==> src/hw/rtl/gda_pkg.sv <==
// ----------------------------------------------------------------------------
// gda_pkg
// Shared types, constants and calendar tables for the Gregorian date
// attribute pipeline.
// ----------------------------------------------------------------------------
package gda_pkg;

  localparam int YEAR_W  = 14;
  localparam int MONTH_W = 4;
  localparam int DAY_W   = 5;

  // internal year is offset by a whole 400-year cycle so nothing goes negative
  localparam int          YY_W        = 15;
  localparam logic [14:0] YEAR_OFFSET = 15'd400;

  // y / 100 as (y * 5243) >> 19, exact for y below 43690
  localparam int          DIV100_W     = 13;
  localparam logic [12:0] DIV100_MUL   = 13'd5243;
  localparam int          DIV100_SHIFT = 19;
  localparam int          DIV100_PW    = YY_W + DIV100_W;

  // x / 7 as (x * 293) >> 11, exact for x below 683
  localparam int         DIV7_MUL_W = 9;
  localparam logic [8:0] DIV7_MUL   = 9'd293;
  localparam int         DIV7_SHIFT = 11;
  localparam int         DIV7_PW    = 9 + DIV7_MUL_W;

  localparam logic [3:0] MONTH_JAN = 4'd1;
  localparam logic [3:0] MONTH_FEB = 4'd2;
  localparam logic [3:0] MONTH_MAR = 4'd3;
  localparam logic [3:0] MONTH_DEC = 4'd12;

  localparam logic [2:0] WD_SUN = 3'd0;
  localparam logic [2:0] WD_WED = 3'd3;
  localparam logic [2:0] WD_THU = 3'd4;
  localparam logic [2:0] WD_SAT = 3'd6;
  localparam logic [2:0] ISO_SUN = 3'd7;

  localparam logic [5:0] ISO_WEEKS_SHORT = 6'd52;
  localparam logic [5:0] ISO_WEEKS_LONG  = 6'd53;
  localparam logic [5:0] ISO_WEEK_FIRST  = 6'd1;

  localparam logic [4:0] FEB_LEAP_LEN = 5'd29;

  typedef struct packed {
    logic [13:0] year;
    logic [3:0]  month;
    logic [4:0]  day;
  } date_t;

  typedef struct packed {
    logic       valid_res;
    logic [2:0] weekday;
    logic [8:0] ordinal_day;
    logic [5:0] iso_week;
    logic       leap_year;
    logic [4:0] month_length;
  } attr_t;

  // year stage -> calendar stage
  typedef struct packed {
    logic       leap;
    logic       leap_prev;
    logic [6:0] k;      // Zeller year of century
    logic [7:0] j;      // Zeller century
    logic [3:0] month;
    logic [4:0] day;
  } yr_t;

  // calendar stage -> week stage
  typedef struct packed {
    logic       ok;
    logic [2:0] wd;
    logic [2:0] doy_m7;
    logic [8:0] doy;
    logic [4:0] mlen;
    logic       leap;
    logic       leap_prev;
  } cal_t;

  function automatic logic [4:0] base_len(input logic [3:0] m);
    logic [4:0] r;
    case (m)
      4'd1, 4'd3, 4'd5, 4'd7, 4'd8, 4'd10, 4'd12: r = 5'd31;
      4'd4, 4'd6, 4'd9, 4'd11:                  r = 5'd30;
      4'd2:                                     r = 5'd28;
      default:                                  r = 5'd0;
    endcase
    return r;
  endfunction

  // days in the months before m, common year
  function automatic logic [8:0] cum_days(input logic [3:0] m);
    logic [8:0] r;
    case (m)
      4'd1:    r = 9'd0;
      4'd2:    r = 9'd31;
      4'd3:    r = 9'd59;
      4'd4:    r = 9'd90;
      4'd5:    r = 9'd120;
      4'd6:    r = 9'd151;
      4'd7:    r = 9'd181;
      4'd8:    r = 9'd212;
      4'd9:    r = 9'd243;
      4'd10:   r = 9'd273;
      4'd11:   r = 9'd304;
      4'd12:   r = 9'd334;
      default: r = 9'd0;
    endcase
    return r;
  endfunction

  // floor(13 * (m' + 1) / 5), with January and February as months 13 and 14
  function automatic logic [5:0] month_term(input logic [3:0] m);
    logic [5:0] r;
    case (m)
      4'd1:    r = 6'd36;
      4'd2:    r = 6'd39;
      4'd3:    r = 6'd10;
      4'd4:    r = 6'd13;
      4'd5:    r = 6'd15;
      4'd6:    r = 6'd18;
      4'd7:    r = 6'd20;
      4'd8:    r = 6'd23;
      4'd9:    r = 6'd26;
      4'd10:   r = 6'd28;
      4'd11:   r = 6'd31;
      4'd12:   r = 6'd33;
      default: r = 6'd0;
    endcase
    return r;
  endfunction

  // mod 7 by folding octal digits, since 8 == 1 (mod 7)
  function automatic logic [2:0] mod7(input logic [10:0] s);
    logic [4:0] a;
    logic [3:0] b;
    a = 5'(s[2:0]) + 5'(s[5:3]) + 5'(s[8:6]) + 5'(s[10:9]);
    b = 4'(a[2:0]) + 4'(a[4:3]);
    if (b >= 4'd7) b = b - 4'd7;
    return b[2:0];
  endfunction

endpackage

==> src/hw/rtl/gda_year.sv <==
// ----------------------------------------------------------------------------
// gda_year
// Two stages: offset year and divide by 100 by reciprocal multiply, then
// remainder, leap flags for this and the previous year, Zeller k and j.
// ----------------------------------------------------------------------------
module gda_year (
  input  logic          clk,
  input  logic          rst,
  input  logic          en,
  input  logic          up_valid,
  input  gda_pkg::date_t up,
  output logic          dn_valid,
  output gda_pkg::yr_t  dn
);
  import gda_pkg::*;

  logic                 s1_valid;
  logic [YY_W-1:0]      s1_y;
  logic [DIV100_PW-1:0] s1_prod;
  logic [3:0]           s1_month;
  logic [4:0]           s1_day;

  logic [YY_W-1:0] y_next;
  logic [7:0]      q;
  logic [YY_W-1:0] r_full;
  logic [6:0]      r;
  logic [6:0]      rp;
  logic [7:0]      qp;
  yr_t             dn_next;

  assign y_next = YY_W'(up.year) + YEAR_OFFSET;

  always_ff @(posedge clk) begin
    if (rst) begin
      s1_valid <= 1'b0;
    end else if (en) begin
      s1_valid <= up_valid;
    end
    if (en) begin
      s1_y     <= y_next;
      s1_prod  <= DIV100_PW'(y_next) * DIV100_PW'(DIV100_MUL);
      s1_month <= up.month;
      s1_day   <= up.day;
    end
  end

  always_comb begin
    q      = s1_prod[DIV100_SHIFT +: 8];
    r_full = s1_y - YY_W'(q) * YY_W'(100);
    r      = r_full[6:0];
    // previous year's century split
    if (r == 7'd0) begin
      rp = 7'd99;
      qp = q - 8'd1;
    end else begin
      rp = r - 7'd1;
      qp = q;
    end
    dn_next.leap      = ((r[1:0] == 2'd0) && (r != 7'd0)) ||
                        ((r == 7'd0) && (q[1:0] == 2'd0));
    dn_next.leap_prev = ((rp[1:0] == 2'd0) && (rp != 7'd0)) ||
                        ((rp == 7'd0) && (qp[1:0] == 2'd0));
    // Zeller counts January and February in the year before
    if (s1_month < MONTH_MAR) begin
      dn_next.k = rp;
      dn_next.j = qp;
    end else begin
      dn_next.k = r;
      dn_next.j = q;
    end
    dn_next.month = s1_month;
    dn_next.day   = s1_day;
  end

  always_ff @(posedge clk) begin
    if (rst) begin
      dn_valid <= 1'b0;
    end else if (en) begin
      dn_valid <= s1_valid;
    end
    if (en) begin
      dn <= dn_next;
    end
  end

endmodule

==> src/hw/rtl/gda_cal.sv <==
// ----------------------------------------------------------------------------
// gda_cal
// Two stages: date check, month length, day of year and the Zeller sum;
// then the sum and day of year reduced mod 7, weekday with Sunday as 0.
// ----------------------------------------------------------------------------
module gda_cal (
  input  logic         clk,
  input  logic         rst,
  input  logic         en,
  input  logic         up_valid,
  input  gda_pkg::yr_t up,
  output logic         dn_valid,
  output gda_pkg::cal_t dn
);
  import gda_pkg::*;

  logic        s3_valid;
  logic        s3_ok;
  logic [10:0] s3_zsum;
  logic [8:0]  s3_doy;
  logic [4:0]  s3_mlen;
  logic        s3_leap;
  logic        s3_leap_prev;

  logic [4:0]  mlen_next;
  logic        ok_next;
  logic [8:0]  doy_next;
  logic [10:0] zsum_next;
  logic [2:0]  h;
  cal_t        dn_next;

  always_comb begin
    if ((up.month == MONTH_FEB) && up.leap) begin
      mlen_next = FEB_LEAP_LEN;
    end else begin
      mlen_next = base_len(up.month);
    end
    ok_next  = (mlen_next != 5'd0) && (up.day != 5'd0) && (up.day <= mlen_next);
    doy_next = cum_days(up.month) + 9'(up.day) +
               9'(up.leap && (up.month > MONTH_FEB));
    zsum_next = 11'(up.day) + 11'(month_term(up.month)) + 11'(up.k) +
                11'(up.k[6:2]) + 11'(up.j[7:2]) + {1'b0, up.j, 2'b00} + 11'(up.j);
  end

  always_ff @(posedge clk) begin
    if (rst) begin
      s3_valid <= 1'b0;
    end else if (en) begin
      s3_valid <= up_valid;
    end
    if (en) begin
      s3_ok        <= ok_next;
      s3_zsum      <= zsum_next;
      s3_doy       <= doy_next;
      s3_mlen      <= mlen_next;
      s3_leap      <= up.leap;
      s3_leap_prev <= up.leap_prev;
    end
  end

  always_comb begin
    h = mod7(s3_zsum);
    // Zeller h has Saturday as 0
    dn_next.wd        = (h == 3'd0) ? WD_SAT : h - 3'd1;
    dn_next.doy_m7    = mod7(11'(s3_doy));
    dn_next.ok        = s3_ok;
    dn_next.doy       = s3_doy;
    dn_next.mlen      = s3_mlen;
    dn_next.leap      = s3_leap;
    dn_next.leap_prev = s3_leap_prev;
  end

  always_ff @(posedge clk) begin
    if (rst) begin
      dn_valid <= 1'b0;
    end else if (en) begin
      dn_valid <= s3_valid;
    end
    if (en) begin
      dn <= dn_next;
    end
  end

endmodule

==> src/hw/rtl/gda_week.sv <==
// ----------------------------------------------------------------------------
// gda_week
// Two stages: raw ISO week by reciprocal divide, weekday of 1 January and
// 53-week flags for this and the previous year; then the year-boundary fixup
// and the output register.
// ----------------------------------------------------------------------------
module gda_week (
  input  logic          clk,
  input  logic          rst,
  input  logic          en,
  input  logic          up_valid,
  input  gda_pkg::cal_t up,
  output logic          dn_valid,
  output gda_pkg::attr_t dn
);
  import gda_pkg::*;

  logic       s5_valid;
  logic       s5_ok;
  logic [2:0] s5_wd;
  logic [5:0] s5_wk;
  logic       s5_long_cur;
  logic       s5_long_prev;
  logic [8:0] s5_doy;
  logic [4:0] s5_mlen;
  logic       s5_leap;

  logic [2:0]         isowd;
  logic [8:0]         x;
  logic [DIV7_PW-1:0] prod;
  logic [3:0]         t;
  logic [2:0]         jan1;
  logic [3:0]         tp;
  logic [2:0]         jan1_prev;
  logic               long_cur;
  logic               long_prev;

  logic [5:0] weeks_cur;
  logic [5:0] wk_fix;
  attr_t      dn_next;

  always_comb begin
    isowd = (up.wd == WD_SUN) ? ISO_SUN : up.wd;
    x     = up.doy + 9'd10 - 9'(isowd);
    prod  = DIV7_PW'(x) * DIV7_PW'(DIV7_MUL);
    // 1 January falls (doy - 1) days before this date
    t = 4'(up.wd) + 4'd8 - 4'(up.doy_m7);
    if (t >= 4'd14) begin
      t = t - 4'd14;
    end else if (t >= 4'd7) begin
      t = t - 4'd7;
    end
    jan1 = t[2:0];
    tp = 4'(jan1) + 4'd6 - 4'(up.leap_prev);
    if (tp >= 4'd7) tp = tp - 4'd7;
    jan1_prev = tp[2:0];
    long_cur  = (jan1 == WD_THU) || ((jan1 == WD_WED) && up.leap);
    long_prev = (jan1_prev == WD_THU) || ((jan1_prev == WD_WED) && up.leap_prev);
  end

  always_ff @(posedge clk) begin
    if (rst) begin
      s5_valid <= 1'b0;
    end else if (en) begin
      s5_valid <= up_valid;
    end
    if (en) begin
      s5_ok        <= up.ok;
      s5_wd        <= up.wd;
      s5_wk        <= prod[DIV7_SHIFT +: 6];
      s5_long_cur  <= long_cur;
      s5_long_prev <= long_prev;
      s5_doy       <= up.doy;
      s5_mlen      <= up.mlen;
      s5_leap      <= up.leap;
    end
  end

  always_comb begin
    weeks_cur = s5_long_cur ? ISO_WEEKS_LONG : ISO_WEEKS_SHORT;
    if (s5_wk == 6'd0) begin
      wk_fix = s5_long_prev ? ISO_WEEKS_LONG : ISO_WEEKS_SHORT;
    end else if (s5_wk > weeks_cur) begin
      wk_fix = ISO_WEEK_FIRST;
    end else begin
      wk_fix = s5_wk;
    end
    if (s5_ok) begin
      dn_next.valid_res    = 1'b1;
      dn_next.weekday      = s5_wd;
      dn_next.ordinal_day  = s5_doy;
      dn_next.iso_week     = wk_fix;
      dn_next.leap_year    = s5_leap;
      dn_next.month_length = s5_mlen;
    end else begin
      dn_next = '0;
    end
  end

  always_ff @(posedge clk) begin
    if (rst) begin
      dn_valid <= 1'b0;
    end else if (en) begin
      dn_valid <= s5_valid;
    end
    if (en) begin
      dn <= dn_next;
    end
  end

endmodule

==> src/hw/rtl/gregorian_date_attributes.sv <==
// ----------------------------------------------------------------------------
// gregorian_date_attributes
// Weekday, day of year, ISO week, leap flag and month length of a date.
// ----------------------------------------------------------------------------
// Usage:
//   date channel: date_valid / date_stall / date (year, month, day).
//   attr channel: attr_valid / attr_stall / attr, one result per date.
//   A date moves on the edge where valid is high and stall is low.
//   Six register stages: year split by 100, leap and Zeller terms, date
//   check and Zeller sum, mod 7 and weekday, raw ISO week and 1 January,
//   boundary fixup into the output register. Throughput is one date per
//   cycle while attr is not stalled; the /100 and /7 reciprocal multipliers
//   each sit in their own stage.
//   When attr is stalled with a result waiting, the whole pipeline holds and
//   a one-entry skid register takes the date in flight; date_stall is driven
//   from that register only.
//   Reset (rst, synchronous) empties the pipeline and skid register.
//   Invalid dates give a result with every field zero.
// ----------------------------------------------------------------------------
module gregorian_date_attributes (
  input  logic           clk,
  input  logic           rst,
  input  logic           date_valid,
  output logic           date_stall,
  input  gda_pkg::date_t date,
  output logic           attr_valid,
  input  logic           attr_stall,
  output gda_pkg::attr_t attr
);
  import gda_pkg::*;

  logic  en;
  logic  skid_valid;
  date_t skid_data;
  logic  feed_valid;
  date_t feed_data;

  logic yr_valid;
  yr_t  yr;
  logic cal_valid;
  cal_t cal;

  assign en         = !attr_valid || !attr_stall;
  assign date_stall = skid_valid;
  assign feed_valid = skid_valid || date_valid;
  assign feed_data  = skid_valid ? skid_data : date;

  always_ff @(posedge clk) begin
    if (rst) begin
      skid_valid <= 1'b0;
    end else if (en) begin
      skid_valid <= 1'b0;
    end else if (date_valid && !skid_valid) begin
      skid_valid <= 1'b1;
    end
    if (!en && !skid_valid) begin
      skid_data <= date;
    end
  end

  gda_year u_year (
    .clk      (clk),
    .rst      (rst),
    .en       (en),
    .up_valid (feed_valid),
    .up       (feed_data),
    .dn_valid (yr_valid),
    .dn       (yr)
  );

  gda_cal u_cal (
    .clk      (clk),
    .rst      (rst),
    .en       (en),
    .up_valid (yr_valid),
    .up       (yr),
    .dn_valid (cal_valid),
    .dn       (cal)
  );

  gda_week u_week (
    .clk      (clk),
    .rst      (rst),
    .en       (en),
    .up_valid (cal_valid),
    .up       (cal),
    .dn_valid (attr_valid),
    .dn       (attr)
  );

endmodule

==> config.mk <==
export PLATFORM = sky130hd
export DESIGN_NAME = gregorian_date_attributes
export DESIGN_NICKNAME = d
export VERILOG_FILES = /design/src/hw/rtl/gda_pkg.sv /design/src/hw/rtl/gda_year.sv /design/src/hw/rtl/gda_cal.sv /design/src/hw/rtl/gda_week.sv /design/src/hw/rtl/gregorian_date_attributes.sv
export SDC_FILE = /design/constraint.sdc
export NUM_CORES = 1
export LEC_CHECK = 0
export BUFFER_PORTS_ARGS = -buffer_cell sky130_fd_sc_hd__buf_2
export CAP_MARGIN = 20
export CORE_MARGIN = 3
export CORE_UTILIZATION = 43
export DETAILED_ROUTE_END_ITERATION = 12
export GPL_TIMING_DRIVEN = 0
export PLACE_DENSITY = 0.7
export SYNTH_ARGS = -nofsm -noshare
export SYNTH_HDL_FRONTEND = slang
export SYNTH_SLANG_ARGS = --single-unit
==> constraint.sdc <==
create_clock -name clk -period 14.46 [get_ports clk]
set_clock_uncertainty 0.15 [all_clocks]
set_input_delay 0.723 -clock clk [delete_from_list [all_inputs] [get_ports clk]]
set_output_delay 0.723 -clock clk [all_outputs]
set_load 0.01 [all_outputs]
==> metrics <==
final slew viol count=0; relative slew slack=roughly 30%; Syn Inst Count=1328; Critical Path Fanout Max=10; chip width=a little under 200 um; largest net degree at the start of global routing=81; full die area=between 0.03 and 0.04 mm^2; CP most frequent cell=fa_1; CTS tree=done; port buffer count=53; Initial DRC Count=466; Final period util=a little under 60%; Clock Root Buffer=clkbuf_16; first-pass GRT wire length=roughly 46000 um; RSZ-0062 raised after global routing=no; Max-cap violations=0; sequential area share after synthesis=36.6%; Synthesized Nets=1691; Mapped Avg Cell Area=between 10 and 15 um^2; top_reg_cell synth=edfxtp_1; main area contributors after synthesis=edfxtp_1 (33%), ha_1 (19%), fa_1 (14%), inv_1 (5.8%), dfxtp_1 (3.3%); Detail Route Antenna Nets=0; run status=complete, no violations; Synth cell types=between 70 and 80; final setup TNS=0 ps; Reg clk slew, reported paths=roughly 80 ps; crit path cell chain=buf_4 > buf_2 > mux2i_1 > inv_1 > ha_1 > a21oi_1 > a2111oi_0 > a41oi_1 > nand3_1 > nand2b_1 > xnor2_1 > fa_1 > fa_1 > fa_1 > inv_1 > fa_1 > inv_1 > ha_1 > nand2_1 > o21ai_0 > a22oi_1 > a21oi_1 > mux2_2 > o211ai_1; Crit path required time=around 15000 ps; Final Setup Violations=0; I/O pins=54; synthesis-to-layout area growth=9.89%; WP data arrival=roughly 8500 ps; drt wl/cell=approximately 14 um; CTS sink cnt=between 150 and 200; fmax=approximately 0.12 GHz; DR vias=around 9400; share of cells above drive strength 1=a little under a tenth; drc violations=0; asr flop ratio synth=0%; actual slew at the worst max-slew pin=1050 ps; CORE AREA=~0.035 mm^2; CTS H-tree lvls=4; synthesized cell area=between 0.015 and 0.02 mm^2; Die Y=around 190 um; DR pass1 iterations=6; Final Hold Fails=0; Post-synth EDFFs=about 170; Initial Util=43.8%; Detailed Route WL=approximately 26000 um; initial antenna violation count=0; cell with the most instances after synthesis=inv_1; Setup CP Type=register to register; Synth top area share=33.3%; Worst Hold Class=register to register; DP HPWL=21100 um; CP max-delay cell=mux2i_1; FF+latch count, synth=between 150 and 200; total CTS buffers=17; gr ovfl total=0; vias in the first global route=a little under 10000; Worst-Skew Late Latency=approximately 450 ps; All-Layer GR Usage=between 10% and 20%; Layout Nets=roughly 1800; post_cts resized=0; number of fill cells=roughly 3100; Via density=about 5; Hold Buf Count CTS=0; placement row count=68; diode count=0; Max clock buf depth=2; CP peak stage delay=860 ps; Post CTS Setup Buffer Count=0; Final Critical Period=~8400 ps; synth cell count leaders=inv_1 (236), ha_1 (233), edfxtp_1 (168), fa_1 (103), nand2_1 (61); Final Wtd Congestion=about 0.85; top cell type by total area after synthesis=edfxtp_1; YS warnings=0; Startpoint Class=register; Setup crit end kind=register
==> sequential cells by signal, summed over array words and instances, names as in the netlist, 3 cells and up, named ones only <==
register,cells
u_year.s1_month,4
u_year.s1_day,5
u_cal.s3_doy,9
u_cal.dn,21
u_week.dn,23
u_week.s5_wd,3
skid_data,23
u_year.s1_y,6
u_year.s1_prod,9
u_cal.s3_zsum,11
u_year.dn,26
u_week.s5_doy,9
u_week.s5_wk,6
u_cal.s3_mlen,3
u_week.s5_mlen,3
==> cell usage in the layout, fill, tap and decap left out, drive strengths merged, types with 27 or more instances in the layout <==
cell,instances
a21o,27
a21oi,47
buf,61
edfxtp,168
fa,103
ha,233
inv,243
nand2,61
nor2,49
o21ai,52
xnor2,56
xor2,32
==> metrics by stage <==
step           cell area, um^2  hold WS, ps  setup WS, ps  util (%)  instances
5_1_grt                  16700          270          5460      48.1       1870
3_3_place_gp             16000          251          6090      46.2       1836
6_report                 16700          272          6100      48.1       1870
3_5_place_dp             16000          255          6050      46.3       1838
4_1_cts                  16700          267          6050      48.1       1870
2_1_floorplan            15200          250          7250         -       1328
==> final cells by class <==
| cell class | instances | area (um^2) | area share [%] |
|---|---|---|---|
| plain buffers | 14 | 73.8 | 0.443 |
| clock buffers | 17 | 425 | 2.55 |
| clock inverters | 15 | 189 | 1.13 |
| inverters | 239 | 897 | 5.38 |
| multi-input cells | 882 | 8660 | 51.9 |
| flip-flops and latches | 193 | 5550 | 33.3 |
| well taps | 455 | 569 | 3.42 |
| repair buffers | 55 | 308 | 1.85 |
==> kinds of logic (layout without fill, tap and decap cells) <==
logic type      Yosys count  in the layout  synth area share, %
buf+inv                 253            340                 6.36
fa+ha+maj               336            336                 32.8
flops                   193            193                 36.6
xor+xnor                 88             88                 5.33
mux                      37             37                 2.91
simple gates            227            227                 7.83
compound gates          194            194                 8.17
==> worst paths after layout <==
path         depth (start not counted)        startpoint                  to  slack [ps]
max                                 24        date_stall  u_year.s1_prod[23]        6100
min                                  0  u_year.s1_day[1]        u_year.dn[1]         270
max reg2reg                         24        date_stall  u_year.s1_prod[23]        6100
min reg2reg                          0  u_year.s1_day[1]        u_year.dn[1]         270
==> routing by layer <==
metal,track usage (%),vias up,routed length [um]
met3,2.35,35,708
met4,4.23,0,499
li1,-,4713,-
met2,27.1,128,13900
met5,0,-,0
met1,17.5,4507,11300
==> worst max-delay path: cells and delay by family (launching register included) <==
kind | cells | cell delay, ps
flip-flops | 1 | 460
AO/OA/AOI/OAI | 7 | 1930
buffers and inverters | 5 | 770
multiplexers | 2 | 1250
XOR/XNOR | 1 | 280
AND/OR/NAND/NOR | 3 | 700
adder cells (fa/ha/maj) | 6 | 2650
Power is not shown: default switching activity piles up to over one toggle a cycle in this logic, so the estimate is an artifact.
